File: src/sv/bfha_pkg.sv
`timescale 1ns / 1ps
// Shared constants, types and command codes of the best-fit heap allocator.
// No dependencies; used by the interfaces, the controller, the datapath and the top level.
package bfha_pkg;

  // Heap geometry
  localparam int unsigned HEAP_BYTES = 4096;
  localparam int unsigned HEAP_WORDS = HEAP_BYTES / 4;
  localparam int unsigned WADDR_W    = $clog2(HEAP_WORDS);
  localparam int unsigned WORD_W     = 16;
  localparam int unsigned ADDR_W     = WORD_W + 1;   // byte offset with room for a carry
  localparam int unsigned OFF_W      = 12;
  localparam int unsigned REQ_W      = 13;
  localparam int unsigned NEED_W     = REQ_W + 1;

  localparam logic [ADDR_W-1:0] END_AT    = ADDR_W'(HEAP_BYTES - 4);
  localparam logic [ADDR_W-1:0] FIRST_AT  = ADDR_W'(4);
  localparam logic [WORD_W-1:0] TAIL_WORD = WORD_W'(1);
  localparam logic [WORD_W-1:0] INIT_SIZE = WORD_W'(HEAP_BYTES - 8);

  // Request codes
  localparam logic FUNC_ALLOC = 1'b0;
  localparam logic FUNC_FREE  = 1'b1;

  // Result codes
  localparam logic STATUS_OK   = 1'b0;
  localparam logic STATUS_FAIL = 1'b1;

  // Datapath commands
  typedef enum logic [4:0] {
    DP_NOP,
    DP_INIT_HDR,
    DP_INIT_FTR,
    DP_INIT_END,
    DP_START,
    DP_RD_POS,
    DP_ALLOC_STEP,
    DP_RD_NXT,
    DP_LATCH_NV,
    DP_AW1,
    DP_AW2,
    DP_AW3,
    DP_FREE_STEP,
    DP_LATCH_H,
    DP_RD_FNX,
    DP_NV_RDPS,
    DP_LATCH_PS,
    DP_FW1,
    DP_FW2,
    DP_FW3,
    DP_OUT_OK,
    DP_OUT_FAIL
  } dp_op_e;

  typedef struct packed {
    dp_op_e op;
  } dp_cmd_t;

  typedef struct packed {
    logic in_func;    // func of the word on the input channel
    logic req_zero;   // allocate of zero bytes
    logic free_bad;   // free offset out of range or misaligned
    logic pos_end;    // walk position at or past the end mark
    logic hstop;      // header read is the end mark or a zero size
    logic hit;        // walk position equals the header to free
    logic past;       // walk position beyond the header to free
    logic h_used;     // used bit of the header just read
    logic found;      // a fitting free block was found
    logic split;      // remainder of the chosen block is at least 8 bytes
    logic nx_keep;    // next block is used and not the end mark
  } dp_status_t;

endpackage

File: src/sv/bfha_ctrl.sv
`timescale 1ns / 1ps
// Controller of the allocator: heap set-up after reset, list walk and update sequencing.
// Depends on bfha_pkg; steers bfha_dp with dp_cmd_t and reads dp_status_t.
module bfha_ctrl import bfha_pkg::*; (
  input  logic       clk_i,
  input  logic       rst_ni,
  input  logic       in_valid_i,
  output logic       in_ready_o,
  output logic       out_valid_o,
  input  logic       out_ready_i,
  input  dp_status_t status_i,
  output dp_cmd_t    cmd_o
);

  typedef enum logic [19:0] {
    ST_INIT0  = 20'h00001,
    ST_INIT1  = 20'h00002,
    ST_INIT2  = 20'h00004,
    ST_IDLE   = 20'h00008,
    ST_A_RD   = 20'h00010,
    ST_A_CHK  = 20'h00020,
    ST_A_DEC  = 20'h00040,
    ST_A_NXT  = 20'h00080,
    ST_A_W1   = 20'h00100,
    ST_A_W2   = 20'h00200,
    ST_A_W3   = 20'h00400,
    ST_F_RD   = 20'h00800,
    ST_F_CHK  = 20'h01000,
    ST_F_NX   = 20'h02000,
    ST_F_NV   = 20'h04000,
    ST_F_PS   = 20'h08000,
    ST_F_W1   = 20'h10000,
    ST_F_W2   = 20'h20000,
    ST_F_W3   = 20'h40000,
    ST_DONE   = 20'h80000
  } state_e;

  state_e state_q, state_d;
  logic   fail_q, fail_d;
  logic   out_valid_q, out_valid_d;

  assign in_ready_o  = (state_q == ST_IDLE);
  assign out_valid_o = out_valid_q;

  // Next state and command
  always_comb begin
    state_d     = state_q;
    fail_d      = fail_q;
    out_valid_d = out_valid_q & ~out_ready_i;
    cmd_o.op    = DP_NOP;
    unique case (state_q)
      ST_INIT0: begin
        cmd_o.op = DP_INIT_HDR;
        state_d  = ST_INIT1;
      end
      ST_INIT1: begin
        cmd_o.op = DP_INIT_FTR;
        state_d  = ST_INIT2;
      end
      ST_INIT2: begin
        cmd_o.op = DP_INIT_END;
        state_d  = ST_IDLE;
      end
      ST_IDLE: begin
        if (in_valid_i) begin
          cmd_o.op = DP_START;
          fail_d   = 1'b0;
          if (status_i.in_func == FUNC_ALLOC) begin
            if (status_i.req_zero) begin
              fail_d  = 1'b1;
              state_d = ST_DONE;
            end else begin
              state_d = ST_A_RD;
            end
          end else begin
            if (status_i.free_bad) begin
              fail_d  = 1'b1;
              state_d = ST_DONE;
            end else begin
              state_d = ST_F_RD;
            end
          end
        end
      end
      // allocate: best-fit walk
      ST_A_RD: begin
        if (status_i.pos_end) begin
          state_d = ST_A_DEC;
        end else begin
          cmd_o.op = DP_RD_POS;
          state_d  = ST_A_CHK;
        end
      end
      ST_A_CHK: begin
        if (status_i.hstop) begin
          state_d = ST_A_DEC;
        end else begin
          cmd_o.op = DP_ALLOC_STEP;
          state_d  = ST_A_RD;
        end
      end
      ST_A_DEC: begin
        if (!status_i.found) begin
          fail_d  = 1'b1;
          state_d = ST_DONE;
        end else begin
          cmd_o.op = DP_RD_NXT;
          state_d  = ST_A_NXT;
        end
      end
      ST_A_NXT: begin
        cmd_o.op = DP_LATCH_NV;
        state_d  = ST_A_W1;
      end
      ST_A_W1: begin
        cmd_o.op = DP_AW1;
        state_d  = ST_A_W2;
      end
      ST_A_W2: begin
        cmd_o.op = DP_AW2;
        state_d  = status_i.split ? ST_A_W3 : ST_DONE;
      end
      ST_A_W3: begin
        cmd_o.op = DP_AW3;
        state_d  = ST_DONE;
      end
      // free: locate the header, then coalesce
      ST_F_RD: begin
        if (status_i.pos_end) begin
          fail_d  = 1'b1;
          state_d = ST_DONE;
        end else begin
          cmd_o.op = DP_RD_POS;
          state_d  = ST_F_CHK;
        end
      end
      ST_F_CHK: begin
        priority if (status_i.hit) begin
          if (status_i.h_used) begin
            cmd_o.op = DP_LATCH_H;
            state_d  = ST_F_NX;
          end else begin
            fail_d  = 1'b1;
            state_d = ST_DONE;
          end
        end else if (status_i.hstop || status_i.past) begin
          fail_d  = 1'b1;
          state_d = ST_DONE;
        end else begin
          cmd_o.op = DP_FREE_STEP;
          state_d  = ST_F_RD;
        end
      end
      ST_F_NX: begin
        cmd_o.op = DP_RD_FNX;
        state_d  = ST_F_NV;
      end
      ST_F_NV: begin
        cmd_o.op = DP_NV_RDPS;
        state_d  = ST_F_PS;
      end
      ST_F_PS: begin
        cmd_o.op = DP_LATCH_PS;
        state_d  = ST_F_W1;
      end
      ST_F_W1: begin
        cmd_o.op = DP_FW1;
        state_d  = ST_F_W2;
      end
      ST_F_W2: begin
        cmd_o.op = DP_FW2;
        state_d  = status_i.nx_keep ? ST_F_W3 : ST_DONE;
      end
      ST_F_W3: begin
        cmd_o.op = DP_FW3;
        state_d  = ST_DONE;
      end
      // hand the word to the output register once it is free
      ST_DONE: begin
        if (!out_valid_q || out_ready_i) begin
          cmd_o.op    = fail_q ? DP_OUT_FAIL : DP_OUT_OK;
          out_valid_d = 1'b1;
          state_d     = ST_IDLE;
        end
      end
      default: state_d = ST_INIT0;
    endcase
  end

  always_ff @(posedge clk_i or negedge rst_ni) begin
    if (!rst_ni) begin
      state_q     <= ST_INIT0;
      fail_q      <= 1'b0;
      out_valid_q <= 1'b0;
    end else begin
      state_q     <= state_d;
      fail_q      <= fail_d;
      out_valid_q <= out_valid_d;
    end
  end

endmodule

File: config.mk
export PLATFORM = sky130hd
export DESIGN_NAME = bfha_ctrl
export DESIGN_NICKNAME = d
export VERILOG_FILES = /design/src/sv/bfha_pkg.sv /design/src/sv/bfha_ctrl.sv
export SDC_FILE = /design/constraint.sdc
export NUM_CORES = 1
export LEC_CHECK = 0
export BUFFER_PORTS_ARGS = -buffer_cell sky130_fd_sc_hd__buf_4
export CAP_MARGIN = 5
export CORE_ASPECT_RATIO = 0.7
export CORE_MARGIN = 2
export CORE_UTILIZATION = 35
export CTS_BUF_LIST = sky130_fd_sc_hd__clkbuf_4 sky130_fd_sc_hd__clkbuf_8
export DETAILED_ROUTE_END_ITERATION = 8
export GPL_ROUTABILITY_DRIVEN = 1
export HOLD_SLACK_MARGIN = 0.1
export PLACE_DENSITY = 0.65
export SYNTH_ARGS = -nofsm -noshare
export SYNTH_HDL_FRONTEND = slang
export SYNTH_SLANG_ARGS = --single-unit
File: constraint.sdc
create_clock -name clk_i -period 2.58 [get_ports clk_i]
set_clock_uncertainty 0.05 [all_clocks]
set_input_delay 0.387 -clock clk_i [delete_from_list [all_inputs] [get_ports clk_i]]
set_output_delay 0.387 -clock clk_i [all_outputs]
set_load 0.02 [all_outputs]
==> report_table.html, run 1 <==
<table>
<tr><th>Metric</th><th>Value</th></tr>
<tr><th colspan="2">Timing</th></tr>
<tr><td>Actual transition at the worst max-transition pin</td><td>between 0.5 and 0.6 ns</td></tr>
<tr><td>Final worst-path setup slack</td><td>-0.368 ns</td></tr>
<tr><td>Final period utilization</td><td>1.14</td></tr>
<tr><td>Peak Freq</td><td>0.339 GHz</td></tr>
<tr><td>Minimum period implied by the final worst setup slack</td><td>about 2.9 ns</td></tr>
<tr><td>Count of pins over their slew limit</td><td>0</td></tr>
<tr><td>Final hold viol count</td><td>0</td></tr>
<tr><td>Setup repair after global routing missed its margin</td><td>yes</td></tr>
<tr><td>Headroom to the max-slew limit</td><td>0.592</td></tr>
<tr><td>Setup Total Neg Slack</td><td>-1.56 ns</td></tr>
<tr><td>Setup violations, final</td><td>7</td></tr>
<tr><th colspan="2">Placement</th></tr>
<tr><td>Post-placement cell area</td><td>2170 um^2</td></tr>
<tr><td># placed instances</td><td>307</td></tr>
<tr><td>Routability congestion estimate</td><td>~0.92</td></tr>
<tr><td>Final HPWL DP</td><td>between 4000 and 5000 um</td></tr>
<tr><td>Setup Slack @ Placement</td><td>-0.209 ns</td></tr>
<tr><td>Number of buffers added on ports</td><td>21</td></tr>
<tr><th colspan="2">GRT</th></tr>
<tr><td>GRT Resource Usage Total</td><td>0.230</td></tr>
<tr><td>Antenna violations before repair</td><td>0</td></tr>
<tr><td>Via count of the first global-routing pass</td><td>about 1700</td></tr>
<tr><td>Maximum number of pins on one net before global-route repair</td><td>23</td></tr>
<tr><td>Global-route wire length before repair</td><td>8770 um</td></tr>
<tr><td>Overflow left after global routing</td><td>0</td></tr>
<tr><th colspan="2">Route</th></tr>
<tr><td>Total routed wirelength</td><td>about 5500 um</td></tr>
<tr><td>Vias per std cell</td><td>between 5 and 6</td></tr>
<tr><td>Drt first-iter violations</td><td>between 100 and 150</td></tr>
<tr><td>Total vias in the final route</td><td>around 1700</td></tr>
<tr><td>Number of antenna-violating nets in the routed design</td><td>0</td></tr>
<tr><td>Initial DRT Pass Iterations</td><td>4</td></tr>
<tr><td>Routed WL per cell</td><td>between 15 and 20 um</td></tr>
<tr><td>Number of remaining DRC errors</td><td>0</td></tr>
<tr><th colspan="2">Cells and area</th></tr>
<tr><td>Storage cell area</td><td>around 550 um^2</td></tr>
<tr><td>Nets</td><td>roughly 280</td></tr>
<tr><td>Area of combinational cells with multiple inputs</td><td>1090 um^2</td></tr>
<tr><td>Final cell area excluding filler cells</td><td>between 2000 and 2500 um^2</td></tr>
<tr><td>Top library cells by usage in the layout, fill and taps aside</td><td>sky130_fd_sc_hd__buf_4 (80), sky130_fd_sc_hd__dfrtp_1 (21), sky130_fd_sc_hd__nor2_1 (19)</td></tr>
<tr><td>Commonest non-fill, non-tap cell in the layout</td><td>sky130_fd_sc_hd__buf_4</td></tr>
<tr><td>Utilization after layout</td><td>0.570</td></tr>
<tr><td>Fraction of final layout cells with drive strength greater than 1</td><td>0.479</td></tr>
<tr><td>Non-filler cells in the finished layout</td><td>about 320</td></tr>
<tr><td>N_diodes</td><td>0</td></tr>
<tr><td>Area grow syn2layout</td><td>58.6%</td></tr>
<tr><td>Number of fill cells in the layout</td><td>just over 400</td></tr>
<tr><th colspan="2">Yosys</th></tr>
<tr><td>Cell accounting for the most synthesized area</td><td>sky130_fd_sc_hd__dfrtp_1</td></tr>
<tr><td>Share of synthesized flip-flops with an asynchronous set or reset</td><td>1.00</td></tr>
<tr><td>Top cells by area, synth</td><td>sky130_fd_sc_hd__dfrtp_1 (34%), sky130_fd_sc_hd__nor4_1 (5.3%), sky130_fd_sc_hd__nor2_1 (4.9%)</td></tr>
<tr><td>Number of flops mapped to enable cells by yosys</td><td>0</td></tr>
<tr><td>Ys flop type</td><td>sky130_fd_sc_hd__dfrtp_1</td></tr>
<tr><td>Synth top area share</td><td>0.342</td></tr>
<tr><td>Yosys cell types</td><td>between 40 and 50</td></tr>
<tr><td>Post-synth design cell area</td><td>1540 um^2</td></tr>
<tr><td>Number of nets produced by synthesis</td><td>slightly below 200</td></tr>
<tr><td>Seq/Total Area, Yosys</td><td>0.359</td></tr>
<tr><td>Synthesis warning total</td><td>0</td></tr>
<tr><td>Syn avg cell area</td><td>about 8.4 um^2</td></tr>
<tr><td>Synthesized instance count</td><td>between 150 and 200</td></tr>
<tr><td>Synthesized flop and latch total</td><td>22</td></tr>
<tr><th colspan="2">Floorplan</th></tr>
<tr><td>I/O Pins</td><td>22</td></tr>
<tr><td>Total die area</td><td>4950 um^2</td></tr>
<tr><td>Placeable Area</td><td>4280 um^2</td></tr>
<tr><td>Floorplan die width</td><td>83.2 um</td></tr>
<tr><td>Effective utilization at floorplan</td><td>0.359</td></tr>
<tr><td>Floorplan die height</td><td>between 50 and 60 um</td></tr>
<tr><td>Row Count</td><td>20</td></tr>
<tr><th colspan="2">Critical path</th></tr>
<tr><td>CP Data Required Time</td><td>~2.1 ns</td></tr>
<tr><td>Class of the most critical setup path</td><td>register to output pin</td></tr>
<tr><td>Worst endpoint data arrival time</td><td>~2.5 ns</td></tr>
<tr><td>CP max FO</td><td>4</td></tr>
<tr><td>Worst r2r path cells</td><td>6</td></tr>
<tr><td>Launching point of the worst reg2reg path</td><td>state_q[9]$_DFFE_PN0P_</td></tr>
<tr><td>RR Endpoint</td><td>state_q[19]$_DFFE_PN0P_</td></tr>
<tr><td>CP Capture Type</td><td>output pin</td></tr>
<tr><td>Worst setup SP type</td><td>register</td></tr>
<tr><td>Setup slack of the most critical reg-to-reg path</td><td>-0.02 ns</td></tr>
<tr><th colspan="2">Flow run</th></tr>
<tr><td># Max-Cap Violations</td><td>0</td></tr>
<tr><th colspan="2">Clocking</th></tr>
<tr><td>Clock-pin transition on the worst setup and hold timing paths</td><td>roughly 0.090 ns</td></tr>
<tr><td>Number of buffers on the longest clock path</td><td>2</td></tr>
<tr><td>TritonCTS clock tree</td><td>built</td></tr>
<tr><td>Number of buffers created by CTS</td><td>3</td></tr>
<tr><td>TritonCTS Sinks</td><td>22</td></tr>
<tr><td>CTS H-Tree Depth</td><td>1</td></tr>
<tr><td>Clock Latency Late Sink</td><td>between 0.2 and 0.3 ns</td></tr>
<tr><td>CTS Root Buffer Type</td><td>sky130_fd_sc_hd__clkbuf_8</td></tr>
<tr><th colspan="2">Power</th></tr>
<tr><td>LEAKAGE</td><td>1.18 nW</td></tr>
<tr><td>Pwr Density</td><td>slightly above 700 nW/um^2</td></tr>
<tr><td>Worst vdd ir</td><td>~0.00040 V</td></tr>
<tr><th colspan="2">Hold path</th></tr>
<tr><td>Worst Min Path Start</td><td>status_i[7]</td></tr>
<tr><td>Worst hold path endpoint</td><td>state_q[5]$_DFFE_PN0P_</td></tr>
<tr><td>Number of cells traversed by the worst hold path</td><td>2</td></tr>
<tr><td>Kind of path behind the tightest hold check</td><td>input port to register</td></tr>
<tr><th colspan="2">Status</th></tr>
<tr><td>Failing checks</td><td>negative setup slack</td></tr>
<tr><td>Status</td><td>finished with violations</td></tr>
</table>
through the flow:
stage | power (W) | hold WS [ns]
after floorplan | 0.000862 | 0.0414
after global placement | 0.00132 | 0.253
after detailed placement | 0.00133 | 0.253
after CTS | 0.00167 | 0.253
after global routing | 0.00186 | 0.256
final | 0.00175 | 0.256
metal layers:
layer | up-vias | routed length, um | track usage | part of all wire
met4 | 0 | 29 | 0.0211 | 0.0052
met2 | 60 | 2360 | 0.359 | 0.43
li1 | 845 | - | - | -
met1 | 815 | 2750 | 0.345 | 0.50
met3 | 8 | 399 | 0.0446 | 0.072
met5 | - | 0 | 0 | 0
Yosys cell counts (all sizes together), types with 6 or more instances:
| cell type | count |
|---|---|
| nor4 | 14 |
| clkbuf | 7 |
| or4 | 10 |
| nand3 | 8 |
| nor2 | 20 |
| inv | 9 |
| a21oi | 8 |
| or3 | 6 |
| nand2 | 9 |
| dfrtp | 21 |
| nand2b | 9 |
| nor3 | 9 |
worst max-delay path by stage:
stage | start | end | slack [ns]
2_1_floorplan | state_q[5]$_DFFE_PN0P_ | cmd_o[0] | -0.1
3_3_place_gp | state_q[8]$_DFFE_PN0P_ | cmd_o[0] | -0.18
3_5_place_dp | state_q[8]$_DFFE_PN0P_ | cmd_o[0] | -0.21
4_1_cts | state_q[11]$_DFFE_PN0P_ | cmd_o[0] | -0.38
5_1_grt | state_q[9]$_DFFE_PN0P_ | cmd_o[0] | -0.43
6_report | state_q[9]$_DFFE_PN0P_ | cmd_o[1] | -0.37
report_power, final:
group,total [W],leakage (nW),internal (W),switching (W)
Clock,0.000241,0.0262,0.000121,0.000121
Combinational,0.00110,0.850,0.000567,0.000537
Sequential,0.000404,0.300,0.000386,0.0000186
Total,0.00175,1.18,0.00107,0.000676
logic make-up (layout without fill, tap and decap cells):
logic type / count (synthesis) / in the layout / share of synthesized area
simple gates: 115 / 115 / 0.459
compound gates: 24 / 24 / 0.100
flops: 22 / 22 / 0.359
buf+inv: 20 / 97 / 0.0643
xor+xnor: 2 / 2 / 0.0114
mux: 1 / 1 / 0.00651
flip-flops by register name (all words and copies together) (netlist names):
name,count
state_q,20
out_valid_o,1
fail_q,1
area by class of cell:
class | instances | share of cell area
timing repair buffer | 84 | 0.264
tap | 55 | 0.0282
inverter | 9 | 0.0139
multi-input combinational | 142 | 0.447
sequential | 22 | 0.226
clock buffer | 4 | 0.0200
timing repair:
item	in CTS	in global routing
hold buffers	1	0
resized for setup	20	15
endpoints found under the hold margin	21	0
setup endpoints to repair	8	9
buffers inserted	1	3
pin swaps	4	6
worst max-delay path: stages (launching register included):
cell                        delay, ns
sky130_fd_sc_hd__dfrtp_1         0.39
sky130_fd_sc_hd__or4_4           0.57
sky130_fd_sc_hd__buf_6           0.14
sky130_fd_sc_hd__or4_4           0.45
sky130_fd_sc_hd__nor4_2          0.22
sky130_fd_sc_hd__nand4bb_1       0.21
sky130_fd_sc_hd__or3_4           0.14
sky130_fd_sc_hd__buf_4           0.12
No activity file was read; power rests on OpenSTA's default activity.
==> run 2, diff against run 1 <==
--- a/config.mk
+++ b/config.mk
@@ -10,7 +10,6 @@
 export CORE_ASPECT_RATIO = 0.7
 export CORE_MARGIN = 2
 export CORE_UTILIZATION = 35
-export CTS_BUF_LIST = sky130_fd_sc_hd__clkbuf_4 sky130_fd_sc_hd__clkbuf_8
 export DETAILED_ROUTE_END_ITERATION = 8
 export GPL_ROUTABILITY_DRIVEN = 1
 export HOLD_SLACK_MARGIN = 0.1
==> run 2 against run 1 <==
Against the previous run:
- the run still ends with negative setup slack left
- core utilization down 0.088 points
- global-route usage increased by 0.092 points
- routed wire length is 0.14% lower
- flip-flop and latch count stayed put
- power fell by 0.57%
- first-iteration DRC count up 4.5%
- critical endpoint unchanged
==> report_table.html, run 2 (synthesized netlist as in run 1, its figures left out) <==
<table>
<tr><th>Metric</th><th>Value</th></tr>
<tr><th colspan="2">Timing</th></tr>
<tr><td>Setup Total Neg Slack</td><td>-1.58 ns</td></tr>
<tr><td>Count of pins over their slew limit</td><td>0</td></tr>
<tr><td>Final hold viol count</td><td>0</td></tr>
<tr><td>Setup repair after global routing missed its margin</td><td>yes</td></tr>
<tr><td>Headroom to the max-slew limit</td><td>0.594</td></tr>
<tr><td>Final worst-path setup slack</td><td>-0.381 ns</td></tr>
<tr><td>Peak Freq</td><td>approximately 0.34 GHz</td></tr>
<tr><td>Setup violations, final</td><td>7</td></tr>
<tr><td>Final period utilization</td><td>1.15</td></tr>
<tr><td>Actual transition at the worst max-transition pin</td><td>~0.59 ns</td></tr>
<tr><td>Minimum period implied by the final worst setup slack</td><td>between 2 and 3 ns</td></tr>
<tr><th colspan="2">Critical path</th></tr>
<tr><td>CP Buf/Inv Count</td><td>2</td></tr>
<tr><td>CP Data Required Time</td><td>~2.1 ns</td></tr>
<tr><td>CP Cell Sequence</td><td>or4_4 -&gt; buf_6 -&gt; or4_4 -&gt; nor4_2 -&gt; nand4bb_1 -&gt; or3_4 -&gt; buf_4</td></tr>
<tr><td>Slowest library cell on the worst path</td><td>sky130_fd_sc_hd__or4_4</td></tr>
<tr><td>Top cell family by delay on the critical path</td><td>simple AND/OR/NAND/NOR gates</td></tr>
<tr><td>Launching point of the worst reg2reg path</td><td>state_q[5]$_DFFE_PN0P_</td></tr>
<tr><td>CP Capture Type</td><td>output pin</td></tr>
<tr><td>Most frequent cell on the critical path</td><td>sky130_fd_sc_hd__or4_4</td></tr>
<tr><td>Class of the most critical setup path</td><td>register to output pin</td></tr>
<tr><td>Longest individual stage delay on the worst path</td><td>between 0.5 and 0.6 ns</td></tr>
<tr><td>CP max FO</td><td>4</td></tr>
<tr><td>Worst setup SP type</td><td>register</td></tr>
<tr><td>Startpoint of the worst setup timing path</td><td>state_q[9]$_DFFE_PN0P_</td></tr>
<tr><td>Worst endpoint data arrival time</td><td>roughly 2.5 ns</td></tr>
<tr><th colspan="2">GRT</th></tr>
<tr><td>Antenna violations before repair</td><td>0</td></tr>
<tr><td>Maximum number of pins on one net before global-route repair</td><td>23</td></tr>
<tr><td>Overflow left after global routing</td><td>0</td></tr>
<tr><td>Global-route wire length before repair</td><td>between 8000 and 9000 um</td></tr>
<tr><td>Via count of the first global-routing pass</td><td>roughly 1700</td></tr>
<tr><td>GRT Resource Usage Total</td><td>0.231</td></tr>
<tr><th colspan="2">Hold path</th></tr>
<tr><td>Kind of path behind the tightest hold check</td><td>input port to register</td></tr>
<tr><td>Worst Min Path Start</td><td>status_i[7]</td></tr>
<tr><th colspan="2">Power</th></tr>
<tr><td>Worst vdd ir</td><td>roughly 0.00040 V</td></tr>
<tr><td>LEAKAGE</td><td>around 1.2 nW</td></tr>
<tr><td>Pwr Density</td><td>about 710 nW/um^2</td></tr>
<tr><th colspan="2">Route</th></tr>
<tr><td>Total vias in the final route</td><td>1725</td></tr>
<tr><td>Met1 wire length</td><td>2800 um</td></tr>
<tr><td>Number of remaining DRC errors</td><td>0</td></tr>
<tr><td>Highest Signal Layer</td><td>met4</td></tr>
<tr><td>Drt first-iter violations</td><td>140</td></tr>
<tr><td>Routed WL per cell</td><td>approximately 18 um</td></tr>
<tr><td>Total routed wirelength</td><td>5540 um</td></tr>
<tr><td>Vias per std cell</td><td>5.46</td></tr>
<tr><td>Wire length on met2</td><td>roughly 2400 um</td></tr>
<tr><td>Number of antenna-violating nets in the routed design</td><td>0</td></tr>
<tr><td>Total length of routed met3 wires</td><td>roughly 330 um</td></tr>
<tr><td>Initial DRT Pass Iterations</td><td>4</td></tr>
<tr><th colspan="2">Cells and area</th></tr>
<tr><td>N_diodes</td><td>0</td></tr>
<tr><td>Area grow syn2layout</td><td>58.3%</td></tr>
<tr><td>Top library cells by usage in the layout, fill and taps aside</td><td>sky130_fd_sc_hd__buf_4 (80), sky130_fd_sc_hd__dfrtp_1 (21), sky130_fd_sc_hd__nor2_1 (19)</td></tr>
<tr><td>Nets</td><td>approximately 280</td></tr>
<tr><td>Fraction of final layout cells with drive strength greater than 1</td><td>0.475</td></tr>
<tr><td>Commonest non-fill, non-tap cell in the layout</td><td>sky130_fd_sc_hd__buf_4</td></tr>
<tr><td>Number of fill cells in the layout</td><td>403</td></tr>
<tr><td>Register containing the most flip-flops in the final layout</td><td>state_q</td></tr>
<tr><td>Utilization after layout</td><td>0.569</td></tr>
<tr><td>Flip-flop count of the largest register after layout</td><td>20</td></tr>
<tr><td>Final cell area excluding filler cells</td><td>2430 um^2</td></tr>
<tr><th colspan="2">Clocking</th></tr>
<tr><td>Clock Latency Late Sink</td><td>roughly 0.26 ns</td></tr>
<tr><td>TritonCTS clock tree</td><td>built</td></tr>
<tr><td>CTS H-Tree Depth</td><td>1</td></tr>
<tr><td>Number of buffers created by CTS</td><td>3</td></tr>
<tr><td>CTS Root Buffer Type</td><td>sky130_fd_sc_hd__clkbuf_8</td></tr>
<tr><td>Number of buffers on the longest clock path</td><td>2</td></tr>
<tr><td>TritonCTS Sinks</td><td>22</td></tr>
<tr><td>Clock-pin transition on the worst setup and hold timing paths</td><td>approximately 0.080 ns</td></tr>
<tr><th colspan="2">Placement</th></tr>
<tr><td>Final HPWL DP</td><td>~4100 um</td></tr>
<tr><td>Post-placement cell area</td><td>roughly 2200 um^2</td></tr>
<tr><td>Setup Slack @ Placement</td><td>-0.209 ns</td></tr>
<tr><td>Number of buffers added on ports</td><td>21</td></tr>
<tr><td>Routability congestion estimate</td><td>between 0.9 and 1</td></tr>
<tr><th colspan="2">Floorplan</th></tr>
<tr><td>I/O Pins</td><td>22</td></tr>
<tr><td>Effective utilization at floorplan</td><td>0.359</td></tr>
<tr><td>Total die area</td><td>between 4000 and 5000 um^2</td></tr>
<tr><td>Row Count</td><td>20</td></tr>
<tr><td>Placeable Area</td><td>around 4300 um^2</td></tr>
<tr><td>Floorplan die width</td><td>approximately 83 um</td></tr>
<tr><td>Floorplan die height</td><td>around 59 um</td></tr>
<tr><th colspan="2">Status</th></tr>
<tr><td>Status</td><td>finished with violations</td></tr>
<tr><td>Failing checks</td><td>negative setup slack</td></tr>
<tr><th colspan="2">Flow run</th></tr>
<tr><td># Max-Cap Violations</td><td>0</td></tr>
</table>
[run 2: routing by layer]
metal | vias up | GRT usage
li1 | 845 | -
met1 | 812 | 0.345
met3 | 2 | 0.0487
met5 | - | 0
met2 | 66 | 0.359
met4 | 0 | 0.0211
[run 2: report_power, final]
group	internal (W)	total [W]	leakage (nW)	switching, W
combinational	0.000567	0.00111	0.850	0.000538
sequential	0.000386	0.000404	0.300	0.0000186
clock	0.000110	0.000230	0.0228	0.000119
total	0.00106	0.00174	1.17	0.000676
[run 2: stage by stage]
step / power [W] / hold slack [ns] / cells
final: 0.00174 / 0.258 / 316
after global routing: 0.00186 / 0.253 / 316
after CTS: 0.00166 / 0.253 / 313
after detailed placement: 0.00133 / 0.253 / 307
after global placement: 0.00132 / 0.253 / 307
after floorplan: 0.000862 / 0.0414 / 184
[run 2: path summary, 6_finish.rpt]
path	end	slack [ns]	cells after the start
max in group asynchronous	state_q[0]$_DFFE_PN1P_	1.70	2
setup / recovery	cmd_o[1]	-0.38	7
setup reg to reg	state_q[19]$_DFFE_PN0P_	-0.02	6
hold / removal	state_q[5]$_DFFE_PN0P_	0.26	2
hold reg to reg	fail_q$_DFFE_PN0P_	0.53	2
min in group asynchronous	state_q[6]$_DFFE_PN0P_	0.49	2
[run 2: layout make-up]
cell class / count / area (um^2) / share of cell area
Clock buffer: 4 / 45.0 / 0.0185
Tap cell: 55 / 68.8 / 0.0283
Sequential cell: 22 / 552 / 0.227
Multi-Input combinational cell: 142 / 1090 / 0.448
Timing Repair Buffer: 84 / 644 / 0.265
Inverter: 9 / 33.8 / 0.0139
[run 2: timing repair]
| action | CTS | global route |
|---|---|---|
| hold endpoints to repair | 21 | 0 |
| pin swaps | 4 | 6 |
| endpoints found under the setup margin | 8 | 9 |
| hold buffers | 1 | 0 |
| buffers inserted | 1 | 3 |
| resized for setup | 20 | 15 |
| cloned | 0 | 0 |
